$ cat src/design/sis_pkg.sv
`timescale 1ns / 1ps
// Shared types and constants for the sparse integer set.
// No dependencies.
package sis_pkg;

  localparam int CAPACITY_DEF = 256;
  localparam int SYM_W        = 8;
  localparam int POS_W        = 8;
  localparam int COUNT_W      = 9;

  localparam logic [1:0] OP_ADD      = 2'd0;
  localparam logic [1:0] OP_CONTAINS = 2'd1;
  localparam logic [1:0] OP_CLEAR    = 2'd2;
  localparam logic [1:0] OP_READ     = 2'd3;

  // controller -> datapath
  typedef struct packed {
    logic accept;        // capture the input word, issue first read
    logic dense_lookup;  // issue dense read at the sparse entry
    logic finish;        // update the set and load the result
  } cmd_t;

  // datapath -> controller
  typedef struct packed {
    logic lookup;        // incoming word needs the sparse/dense cross-check
  } status_t;

endpackage

$ cat src/design/sis_ram.sv
`timescale 1ns / 1ps
// Generic single-write, single-read RAM with registered read data.
// No dependencies.
module sis_ram #(
  parameter int WIDTH = 8,
  parameter int DEPTH = 256
) (
  input  logic                     clk,
  input  logic                     we,
  input  logic [$clog2(DEPTH)-1:0] waddr,
  input  logic [WIDTH-1:0]         wdata,
  input  logic                     re,
  input  logic [$clog2(DEPTH)-1:0] raddr,
  output logic [WIDTH-1:0]         rdata
);

  logic [WIDTH-1:0] mem [DEPTH];

  always_ff @(posedge clk) begin
    if (we) begin
      mem[waddr] <= wdata;
    end
    if (re) begin
      rdata <= mem[raddr];
    end
  end

endmodule

$ cat src/design/sis_ctrl.sv
`timescale 1ns / 1ps
// Sequencer for the sparse set: accept, dense lookup, finish; owns output valid.
// Depends on sis_pkg.
module sis_ctrl (
  input  logic             clk,
  input  logic             rst,
  input  logic             in_valid,
  output logic             in_ready,
  output logic             out_valid,
  input  logic             out_ready,
  input  sis_pkg::status_t status,
  output sis_pkg::cmd_t    cmd
);

  typedef enum logic [2:0] {
    ST_IDLE  = 3'b001,
    ST_DENSE = 3'b010,
    ST_DONE  = 3'b100
  } state_t;

  state_t state, state_next;
  logic   out_valid_next;

  assign in_ready = (state == ST_IDLE);

  always_comb begin
    state_next       = state;
    cmd.accept       = 1'b0;
    cmd.dense_lookup = 1'b0;
    cmd.finish       = 1'b0;
    case (state)
      ST_IDLE: begin
        if (in_valid) begin
          cmd.accept = 1'b1;
          state_next = status.lookup ? ST_DENSE : ST_DONE;
        end
      end
      ST_DENSE: begin
        cmd.dense_lookup = 1'b1;
        state_next       = ST_DONE;
      end
      ST_DONE: begin
        // result register must be free before the set is updated
        if (!out_valid || out_ready) begin
          cmd.finish = 1'b1;
          state_next = ST_IDLE;
        end
      end
      default: state_next = ST_IDLE;
    endcase
  end

  always_comb begin
    out_valid_next = out_valid;
    if (cmd.finish) begin
      out_valid_next = 1'b1;
    end else if (out_ready) begin
      out_valid_next = 1'b0;
    end
  end

  always_ff @(posedge clk) begin
    if (rst) begin
      state     <= ST_IDLE;
      out_valid <= 1'b0;
    end else begin
      state     <= state_next;
      out_valid <= out_valid_next;
    end
  end

endmodule

$ cat src/design/sis_dpath.sv
`timescale 1ns / 1ps
// Datapath: sparse and dense arrays, member count, cross-check and result regs.
// Depends on sis_pkg and sis_ram.
module sis_dpath #(
  parameter int CAPACITY = sis_pkg::CAPACITY_DEF
) (
  input  logic                         clk,
  input  logic                         rst,
  input  sis_pkg::cmd_t                cmd,
  output sis_pkg::status_t             status,
  input  logic [1:0]                   opcode,
  input  logic [sis_pkg::SYM_W-1:0]    symbol,
  input  logic [sis_pkg::POS_W-1:0]    position,
  output logic                         was_member,
  output logic [sis_pkg::COUNT_W-1:0]  set_size,
  output logic [sis_pkg::SYM_W-1:0]    member_symbol,
  output logic                         bad_position
);

  localparam int ADDR_W = $clog2(CAPACITY);

  logic [1:0]                  op_r;
  logic [sis_pkg::SYM_W-1:0]   sym_r;
  logic [sis_pkg::POS_W-1:0]   pos_r;
  logic [sis_pkg::COUNT_W-1:0] count, count_next;

  logic [ADDR_W-1:0]         sparse_rdata;
  logic [sis_pkg::SYM_W-1:0] dense_rdata;
  logic [ADDR_W-1:0]         dense_raddr;
  logic                      dense_re;

  logic sym_ok, in_range, hit, pos_ok, do_insert;
  logic was_next, bad_next;
  logic [sis_pkg::SYM_W-1:0] member_next;

  assign status.lookup = (opcode == sis_pkg::OP_ADD) || (opcode == sis_pkg::OP_CONTAINS);

  always_ff @(posedge clk) begin
    if (cmd.accept) begin
      op_r  <= opcode;
      sym_r <= symbol;
      pos_r <= position;
    end
  end

  // dense port: position read on accept of a dense read, sparse entry read during lookup
  assign dense_re    = (cmd.accept && (opcode == sis_pkg::OP_READ)) || cmd.dense_lookup;
  assign dense_raddr = cmd.dense_lookup ? sparse_rdata : ADDR_W'(32'(position));

  assign sym_ok    = 32'(sym_r) < 32'(CAPACITY);
  assign in_range  = 32'(sparse_rdata) < 32'(count);
  assign hit       = sym_ok && in_range && (dense_rdata == sym_r);
  assign pos_ok    = (32'(pos_r) < 32'(count)) && (32'(pos_r) < 32'(CAPACITY));
  assign do_insert = cmd.finish && (op_r == sis_pkg::OP_ADD) && !hit && sym_ok
                     && (32'(count) < 32'(CAPACITY));

  always_comb begin
    count_next  = count;
    was_next    = 1'b0;
    member_next = '0;
    bad_next    = 1'b0;
    case (op_r)
      sis_pkg::OP_ADD: begin
        was_next = hit;
        if (do_insert) begin
          count_next = count + 1'b1;
        end
      end
      sis_pkg::OP_CONTAINS: was_next = hit;
      sis_pkg::OP_CLEAR:    count_next = '0;
      default: begin
        if (pos_ok) begin
          member_next = dense_rdata;
        end else begin
          bad_next = 1'b1;
        end
      end
    endcase
  end

  always_ff @(posedge clk) begin
    if (rst) begin
      count <= '0;
    end else if (cmd.finish) begin
      count <= count_next;
    end
  end

  always_ff @(posedge clk) begin
    if (cmd.finish) begin
      was_member    <= was_next;
      set_size      <= count_next;
      member_symbol <= member_next;
      bad_position  <= bad_next;
    end
  end

  sis_ram #(
    .WIDTH (ADDR_W),
    .DEPTH (CAPACITY)
  ) u_sparse (
    .clk   (clk),
    .we    (do_insert),
    .waddr (ADDR_W'(32'(sym_r))),
    .wdata (ADDR_W'(count)),
    .re    (cmd.accept),
    .raddr (ADDR_W'(32'(symbol))),
    .rdata (sparse_rdata)
  );

  sis_ram #(
    .WIDTH (sis_pkg::SYM_W),
    .DEPTH (CAPACITY)
  ) u_dense (
    .clk   (clk),
    .we    (do_insert),
    .waddr (ADDR_W'(count)),
    .wdata (sym_r),
    .re    (dense_re),
    .raddr (dense_raddr),
    .rdata (dense_rdata)
  );

endmodule

$ cat src/design/sparse_integer_set.sv
`timescale 1ns / 1ps
// Sparse integer set: add, contains, clear and dense read, one result per word.
// Add/contains step through a sparse RAM read, then a dense RAM read, then the update;
// clear and dense read skip the lookup. One word in flight; a new word is taken
// while the previous result waits in the output register.
// Reset (synchronous) zeroes the member count; array contents need no clearing.
module sparse_integer_set #(
  parameter int CAPACITY = sis_pkg::CAPACITY_DEF
) (
  input  logic                         clk,
  input  logic                         rst,
  input  logic                         in_valid,
  output logic                         in_ready,
  input  logic [1:0]                   opcode,
  input  logic [sis_pkg::SYM_W-1:0]    symbol,
  input  logic [sis_pkg::POS_W-1:0]    position,
  output logic                         out_valid,
  input  logic                         out_ready,
  output logic                         was_member,
  output logic [sis_pkg::COUNT_W-1:0]  set_size,
  output logic [sis_pkg::SYM_W-1:0]    member_symbol,
  output logic                         bad_position
);

  sis_pkg::cmd_t    cmd;
  sis_pkg::status_t status;

  sis_ctrl u_ctrl (
    .clk       (clk),
    .rst       (rst),
    .in_valid  (in_valid),
    .in_ready  (in_ready),
    .out_valid (out_valid),
    .out_ready (out_ready),
    .status    (status),
    .cmd       (cmd)
  );

  sis_dpath #(
    .CAPACITY (CAPACITY)
  ) u_dpath (
    .clk           (clk),
    .rst           (rst),
    .cmd           (cmd),
    .status        (status),
    .opcode        (opcode),
    .symbol        (symbol),
    .position      (position),
    .was_member    (was_member),
    .set_size      (set_size),
    .member_symbol (member_symbol),
    .bad_position  (bad_position)
  );

endmodule
$ cat config.mk
export PLATFORM = sky130hd
export DESIGN_NAME = sparse_integer_set
export DESIGN_NICKNAME = d
export VERILOG_FILES = /design/src/design/sis_pkg.sv /design/src/design/sis_ram.sv /design/src/design/sis_ctrl.sv /design/src/design/sis_dpath.sv /design/src/design/sparse_integer_set.sv
export SDC_FILE = /design/constraint.sdc
export NUM_CORES = 2
export LEC_CHECK = 0
export BUFFER_PORTS_ARGS = -buffer_cell sky130_fd_sc_hd__clkbuf_2
export CAP_MARGIN = 20
export CORE_MARGIN = 1
export CORE_UTILIZATION = 65
export CTS_CLUSTER_SIZE = 28
export DETAILED_ROUTE_END_ITERATION = 8
export PLACE_DENSITY = 0.81
export SLEW_MARGIN = 40
export SYNTH_ARGS = -nofsm -noshare
export SYNTH_HDL_FRONTEND = slang
export SYNTH_HIERARCHICAL = 1
export SYNTH_SLANG_ARGS = --single-unit
$ cat constraint.sdc
create_clock -name clk -period 16.8 [get_ports clk]
set_input_delay 2.52 -clock clk [delete_from_list [all_inputs] [get_ports clk]]
set_output_delay 2.52 -clock clk [all_outputs]
set_load 0.1 [all_outputs]
==> report_table.html <==
<table>
<tr><th>Metric</th><th>Value</th></tr>
<tr><th colspan="2">Outcome</th></tr>
<tr><td>Outcome</td><td>complete, but fails checks</td></tr>
<tr><td>Failing checks</td><td>DRC</td></tr>
<tr><th colspan="2">Floorplan</th></tr>
<tr><td>Overall die width</td><td>about 500 um</td></tr>
<tr><td>Core ar.</td><td>around 250,000 sq um</td></tr>
<tr><td>Initial standard-cell utilization of the core</td><td>65.6%</td></tr>
<tr><td>Io pins</td><td>43</td></tr>
<tr><td>Die height</td><td>501 um</td></tr>
<tr><td>Full die area</td><td>about 250,000 sq um</td></tr>
<tr><td>Number of cell rows</td><td>roughly 180</td></tr>
<tr><th colspan="2">CTS</th></tr>
<tr><td>TritonCTS clock tree</td><td>built</td></tr>
<tr><td>TritonCTS Buffers</td><td>406</td></tr>
<tr><td>Post-CTS Setup Repair Bufs</td><td>0</td></tr>
<tr><td>Number of gates given a new drive strength after cts</td><td>0</td></tr>
<tr><td>Number of sinks driven by the clock tree</td><td>~4,200</td></tr>
<tr><td>Hold Buf Count CTS</td><td>0</td></tr>
<tr><td>Worst-Skew Late Latency</td><td>1.01 ns</td></tr>
<tr><td>Max Buffers Root-to-Sink</td><td>4</td></tr>
<tr><td>Clock Root Buffer</td><td>sky130_fd_sc_hd__clkbuf_16</td></tr>
<tr><td>H-tree levels</td><td>5</td></tr>
<tr><td>CTS clk-pin slew, worst paths</td><td>roughly 0.070 ns</td></tr>
<tr><th colspan="2">Routing</th></tr>
<tr><td>Mean number of vias per cell</td><td>7.52</td></tr>
<tr><td>First-pass iteration count of the detailed router</td><td>9</td></tr>
<tr><td>Wirelength, routed</td><td>445 mm</td></tr>
<tr><td>Vias</td><td>86,400</td></tr>
<tr><td>Average routed wire per standard cell</td><td>around 39 um</td></tr>
<tr><td>Number of nets still failing antenna checks after routing</td><td>0</td></tr>
<tr><td>Starting DRC count in detailed routing</td><td>about 15,000</td></tr>
<tr><td>Residual DRC count</td><td>6</td></tr>
<tr><th colspan="2">Critical path</th></tr>
<tr><td>Critical path data required time</td><td>between 15 and 20 ns</td></tr>
<tr><td>Critical path arrival</td><td>~7.2 ns</td></tr>
<tr><td>Register-to-Register Path Depth</td><td>10</td></tr>
<tr><td>Kind of start point of the critical path</td><td>input port</td></tr>
<tr><td>Most common cell on crit path</td><td>sky130_fd_sc_hd__nor4_1</td></tr>
<tr><td>Classification of the worst setup path</td><td>in2reg</td></tr>
<tr><td>Endpoint type of the worst setup path</td><td>flip-flop</td></tr>
<tr><td>Worst path slowest cell</td><td>sky130_fd_sc_hd__nor4_1</td></tr>
<tr><td>Flop2flop setup slack</td><td>about 11 ns</td></tr>
<tr><td>Worst-path cell chain</td><td>buf_8, buf_6, buf_12, buf_16, mux4_2, nor2b_1, a211oi_1, nor3_1, nor4_1, nor4_1</td></tr>
<tr><td>Delay of the slowest cell on the worst path</td><td>0.87 ns</td></tr>
<tr><td>Crit-path max FO</td><td>63</td></tr>
<tr><td>CP startpoint</td><td>symbol[0]</td></tr>
<tr><td>CP Capture Point</td><td>u_dpath/u_sparse/rdata[1]</td></tr>
<tr><td>RR Startpoint</td><td>u_dpath/u_sparse/rdata[0]</td></tr>
<tr><td>Worst r2r dst</td><td>u_dpath/u_dense/rdata[4]</td></tr>
<tr><th colspan="2">Power</th></tr>
<tr><td>Part of the total power dissipated in sequential elements</td><td>between 50% and 60%</td></tr>
<tr><td>Peak supply drop</td><td>about 0.16 mV</td></tr>
<tr><td>Leakage power total</td><td>between 50 and 60 nW</td></tr>
<tr><td>Power dissipated by switching net loads</td><td>~4.6 mW</td></tr>
<tr><td>Internal</td><td>between 15 and 20 mW</td></tr>
<tr><td>Clock network fraction of design power</td><td>between 40% and 50%</td></tr>
<tr><td>Final total power</td><td>approximately 21 mW</td></tr>
<tr><td>Power per unit of standard cell area</td><td>119 nW/um^2</td></tr>
<tr><td>Switching power as a share of total power</td><td>21.5%</td></tr>
<tr><td>Combinational share of power</td><td>4.4%</td></tr>
<tr><th colspan="2">Logic synthesis</th></tr>
<tr><td>Library cells used by synthesis</td><td>75</td></tr>
<tr><td>Synthesis-stage register bit count</td><td>between 4,000 and 5,000</td></tr>
<tr><td>Yosys Warn Count</td><td>6</td></tr>
<tr><td>Post-Synthesis Cell Area</td><td>between 150,000 and 200,000 sq um</td></tr>
<tr><td>Flip-flop cell with the highest count after synthesis</td><td>sky130_fd_sc_hd__edfxtp_1</td></tr>
<tr><td>Syn_area_per_cell</td><td>roughly 21 sq um</td></tr>
<tr><td>Cells after Synth</td><td>roughly 7,700</td></tr>
<tr><td>Ys async rst share</td><td>0%</td></tr>
<tr><td>Sequential element share of the synthesized area</td><td>77.1%</td></tr>
<tr><td>Number of nets produced by synthesis</td><td>approximately 7,700</td></tr>
<tr><td>Number of enable-type register cells in the synthesized netlist</td><td>4,149</td></tr>
<tr><th colspan="2">Timing</th></tr>
<tr><td>Unrepaired setup endpoints after global routing</td><td>no</td></tr>
<tr><td>Number of failing hold endpoints at the final stage</td><td>0</td></tr>
<tr><td>Slew margin rel.</td><td>28.3%</td></tr>
<tr><td>Final critical-path share of the clock period</td><td>around 39%</td></tr>
<tr><td>Final Max Slew Viols</td><td>0</td></tr>
<tr><td>Maximum frequency from static timing analysis</td><td>roughly 150 MHz</td></tr>
<tr><td>Slew at the pin with the worst max-slew slack</td><td>roughly 1.1 ns</td></tr>
<tr><td>Final worst path period need</td><td>6.50 ns</td></tr>
<tr><td>Final TNS setup</td><td>0 ns</td></tr>
<tr><td>Worst-case clock skew</td><td>approximately 0.070 ns</td></tr>
<tr><td>Endpoints failing setup</td><td>0</td></tr>
<tr><th colspan="2">Hold path</th></tr>
<tr><td>Worst hold path class</td><td>reg2reg</td></tr>
<tr><td>Origin of the worst min-delay path</td><td>u_ctrl/state[2]</td></tr>
<tr><th colspan="2">Place</th></tr>
<tr><td>Final HPWL DP</td><td>236 mm</td></tr>
<tr><td>Routability cong.</td><td>0.913</td></tr>
<tr><td>Buffers added on ports</td><td>42</td></tr>
<tr><th colspan="2">Final layout</th></tr>
<tr><td>Share of cells above drive strength 1</td><td>roughly 25%</td></tr>
<tr><td>NumNets Final</td><td>7,871</td></tr>
<tr><td>Commonest cells after routing, fill and taps aside</td><td>4,149 x sky130_fd_sc_hd__edfxtp_1, 908 x sky130_fd_sc_hd__mux4_2, 415 x sky130_fd_sc_hd__clkbuf_16, 384 x sky130_fd_sc_hd__nor2_1, 271 x sky130_fd_sc_hd__mux2i_1</td></tr>
<tr><td>Most frequent standard cell in the layout excluding fill and tap cells</td><td>sky130_fd_sc_hd__edfxtp_1</td></tr>
<tr><td>P&amp;R area growth vs syn</td><td>10.5%</td></tr>
<tr><th colspan="2">Global route</th></tr>
<tr><td>Met1 demand-to-capacity share in global routing</td><td>between 40% and 50%</td></tr>
<tr><td>Largest net degree at the start of global routing</td><td>210</td></tr>
<tr><td>Vias in the first global route</td><td>approximately 86,000</td></tr>
<tr><td>Met3 routing resource usage after global routing</td><td>around 8.5%</td></tr>
<tr><td>Wire length of the first global-routing pass</td><td>between 600 and 700 mm</td></tr>
<tr><td>Layer with the highest usage</td><td>met2</td></tr>
<tr><td>Antenna violations before repair</td><td>14</td></tr>
<tr><td>Global-route congestion overflow total</td><td>0</td></tr>
<tr><td>Met2 usage in global routing</td><td>between 50% and 60%</td></tr>
<tr><td>Aggregate global-route resource usage</td><td>34.9%</td></tr>
<tr><th colspan="2">Job</th></tr>
<tr><td>Max-cap violations</td><td>0</td></tr>
</table>
worst min-delay path by stage:
stage                                  to  cells after the start
after floorplan           u_ctrl/state[2]                      2
after global placement    u_ctrl/state[2]                      2
after detailed placement  u_ctrl/state[2]                      2
after CTS                 u_ctrl/state[0]                      2
after global routing      u_ctrl/state[0]                      2
final                     u_ctrl/state[0]                      2
metrics by stage:
step                cell area, sq um  util (%)  hold slack, ns  cells  setup slack (ns)
detailed placement            165000      66.9           0.608  10700              9.35
global route                  179000      72.5           0.620  11500             10.25
CTS                           178000      72.1           0.603  11500             10.26
floorplan                     162000         -           0.531   7696              9.70
finish                        179000      72.5           0.623  11500             10.30
global placement              165000      66.7           0.574  10700              8.70
sequential cells by signal, summed over array words and instances (netlist names):
register,flops
u_dpath/op_r,2
u_dpath/set_size,9
u_dpath/u_sparse/rdata,8
u_dpath/member_symbol,8
u_dpath/u_sparse/mem,2048
u_ctrl/state,3
u_dpath/bad_position,1
u_dpath/u_dense/mem,2048
u_dpath/pos_r,8
u_dpath/was_member,1
u_ctrl/out_valid,1
u_dpath/u_dense/rdata,8
u_dpath/sym_r,8
u_dpath/count,9
critical path: cells and delay by family:
kind                   cells  cell delay, ns
AOI/OAI and AO/OA          1            0.59
buffers and inverters      4            1.84
muxes                      1            0.56
and+or+nand+nor            4            1.42
power by group through the flow:
stage          logic, mW  registers [mW]  clock network (mW)
6_report           0.936            11.4                8.96
5_1_grt            0.949            11.4                9.33
4_1_cts            0.891            11.4                8.95
3_5_place_dp       0.871            11.6                   0
3_3_place_gp       0.839            11.6                   0
2_1_floorplan      0.527            11.7                   0
logic make-up after synthesis:
logic type                 Yosys count  synth area share (%)
and+or+nand+nor                    994                  2.80
buffers and inverters              496                  1.88
xor gates and xnor gates             8                0.0433
DFF                               4162                  77.1
adders and majority gates           15                 0.116
AOI/OAI and AO/OA                  828                  3.61
muxes                             1193                  14.4
cell type report:
| type | count | area [sq um] |
|---|---|---|
| Antenna cell | 20 | 50.0 |
| Tap cell | 3312 | 4140 |
| Multi-Input combinational cell | 3038 | 35000 |
| Clock buffer | 488 | 10700 |
| Sequential cell | 4162 | 125000 |
| Timing Repair Buffer | 206 | 2100 |
| Clock inverter | 245 | 2080 |
| Fill cell | 12800 | 67900 |
| Inverter | 20 | 77.6 |
metal layers:
| layer | wire length (um) | share of wire (%) | vias up |
|---|---|---|---|
| met3 | 57700 | 13 | 1850 |
| met2 | 212000 | 48 | 8272 |
| met5 | 55 | 0.012 | - |
| li1 | - | - | 32500 |
| met4 | 37900 | 8.5 | 8 |
| met1 | 137000 | 31 | 43800 |
Yosys cell counts, types with 5 or more instances:
master / number / area, sq um
sky130_fd_sc_hd__nand2_1: 79 / 297
sky130_fd_sc_hd__a211oi_1: 32 / 240
sky130_fd_sc_hd__nor3b_1: 5 / 37.5
sky130_fd_sc_hd__o32ai_1: 8 / 70.1
sky130_fd_sc_hd__or2_2: 8 / 50.1
sky130_fd_sc_hd__mux2_2: 10 / 113
sky130_fd_sc_hd__and2_1: 14 / 87.6
sky130_fd_sc_hd__a21oi_1: 204 / 1020
sky130_fd_sc_hd__a311oi_1: 6 / 52.6
sky130_fd_sc_hd__dfxtp_1: 13 / 260
sky130_fd_sc_hd__nor4_2: 8 / 100
sky130_fd_sc_hd__nor2b_1: 64 / 400
sky130_fd_sc_hd__o22a_1: 10 / 87.6
sky130_fd_sc_hd__o22ai_1: 56 / 350
sky130_fd_sc_hd__nor3_1: 47 / 235
sky130_fd_sc_hd__o211ai_1: 23 / 173
sky130_fd_sc_hd__mux2i_1: 271 / 2710
sky130_fd_sc_hd__buf_6: 45 / 507
sky130_fd_sc_hd__a31oi_1: 11 / 68.8
sky130_fd_sc_hd__buf_1: 45 / 169
sky130_fd_sc_hd__mux4_2: 908 / 20400
sky130_fd_sc_hd__a21boi_0: 10 / 75.1
sky130_fd_sc_hd__a221oi_1: 27 / 236
sky130_fd_sc_hd__a22o_1: 16 / 140
sky130_fd_sc_hd__nand3_1: 72 / 360
sky130_fd_sc_hd__clkbuf_1: 227 / 852
sky130_fd_sc_hd__a22oi_1: 266 / 2000
sky130_fd_sc_hd__inv_1: 18 / 67.6
sky130_fd_sc_hd__nand2b_1: 17 / 106
sky130_fd_sc_hd__buf_2: 62 / 310
sky130_fd_sc_hd__nand4_1: 24 / 150
sky130_fd_sc_hd__buf_4: 55 / 413
sky130_fd_sc_hd__buf_12: 16 / 320
sky130_fd_sc_hd__o221ai_1: 92 / 806
sky130_fd_sc_hd__a21o_1: 6 / 45.0
sky130_fd_sc_hd__nor2_1: 581 / 2180
sky130_fd_sc_hd__ha_1: 15 / 188
sky130_fd_sc_hd__o21ai_0: 26 / 130
sky130_fd_sc_hd__buf_8: 26 / 390
sky130_fd_sc_hd__xor2_1: 8 / 70.1
sky130_fd_sc_hd__nor4_1: 50 / 313
sky130_fd_sc_hd__edfxtp_1: 4149 / 125000
Power figures use the tool's default switching activity.
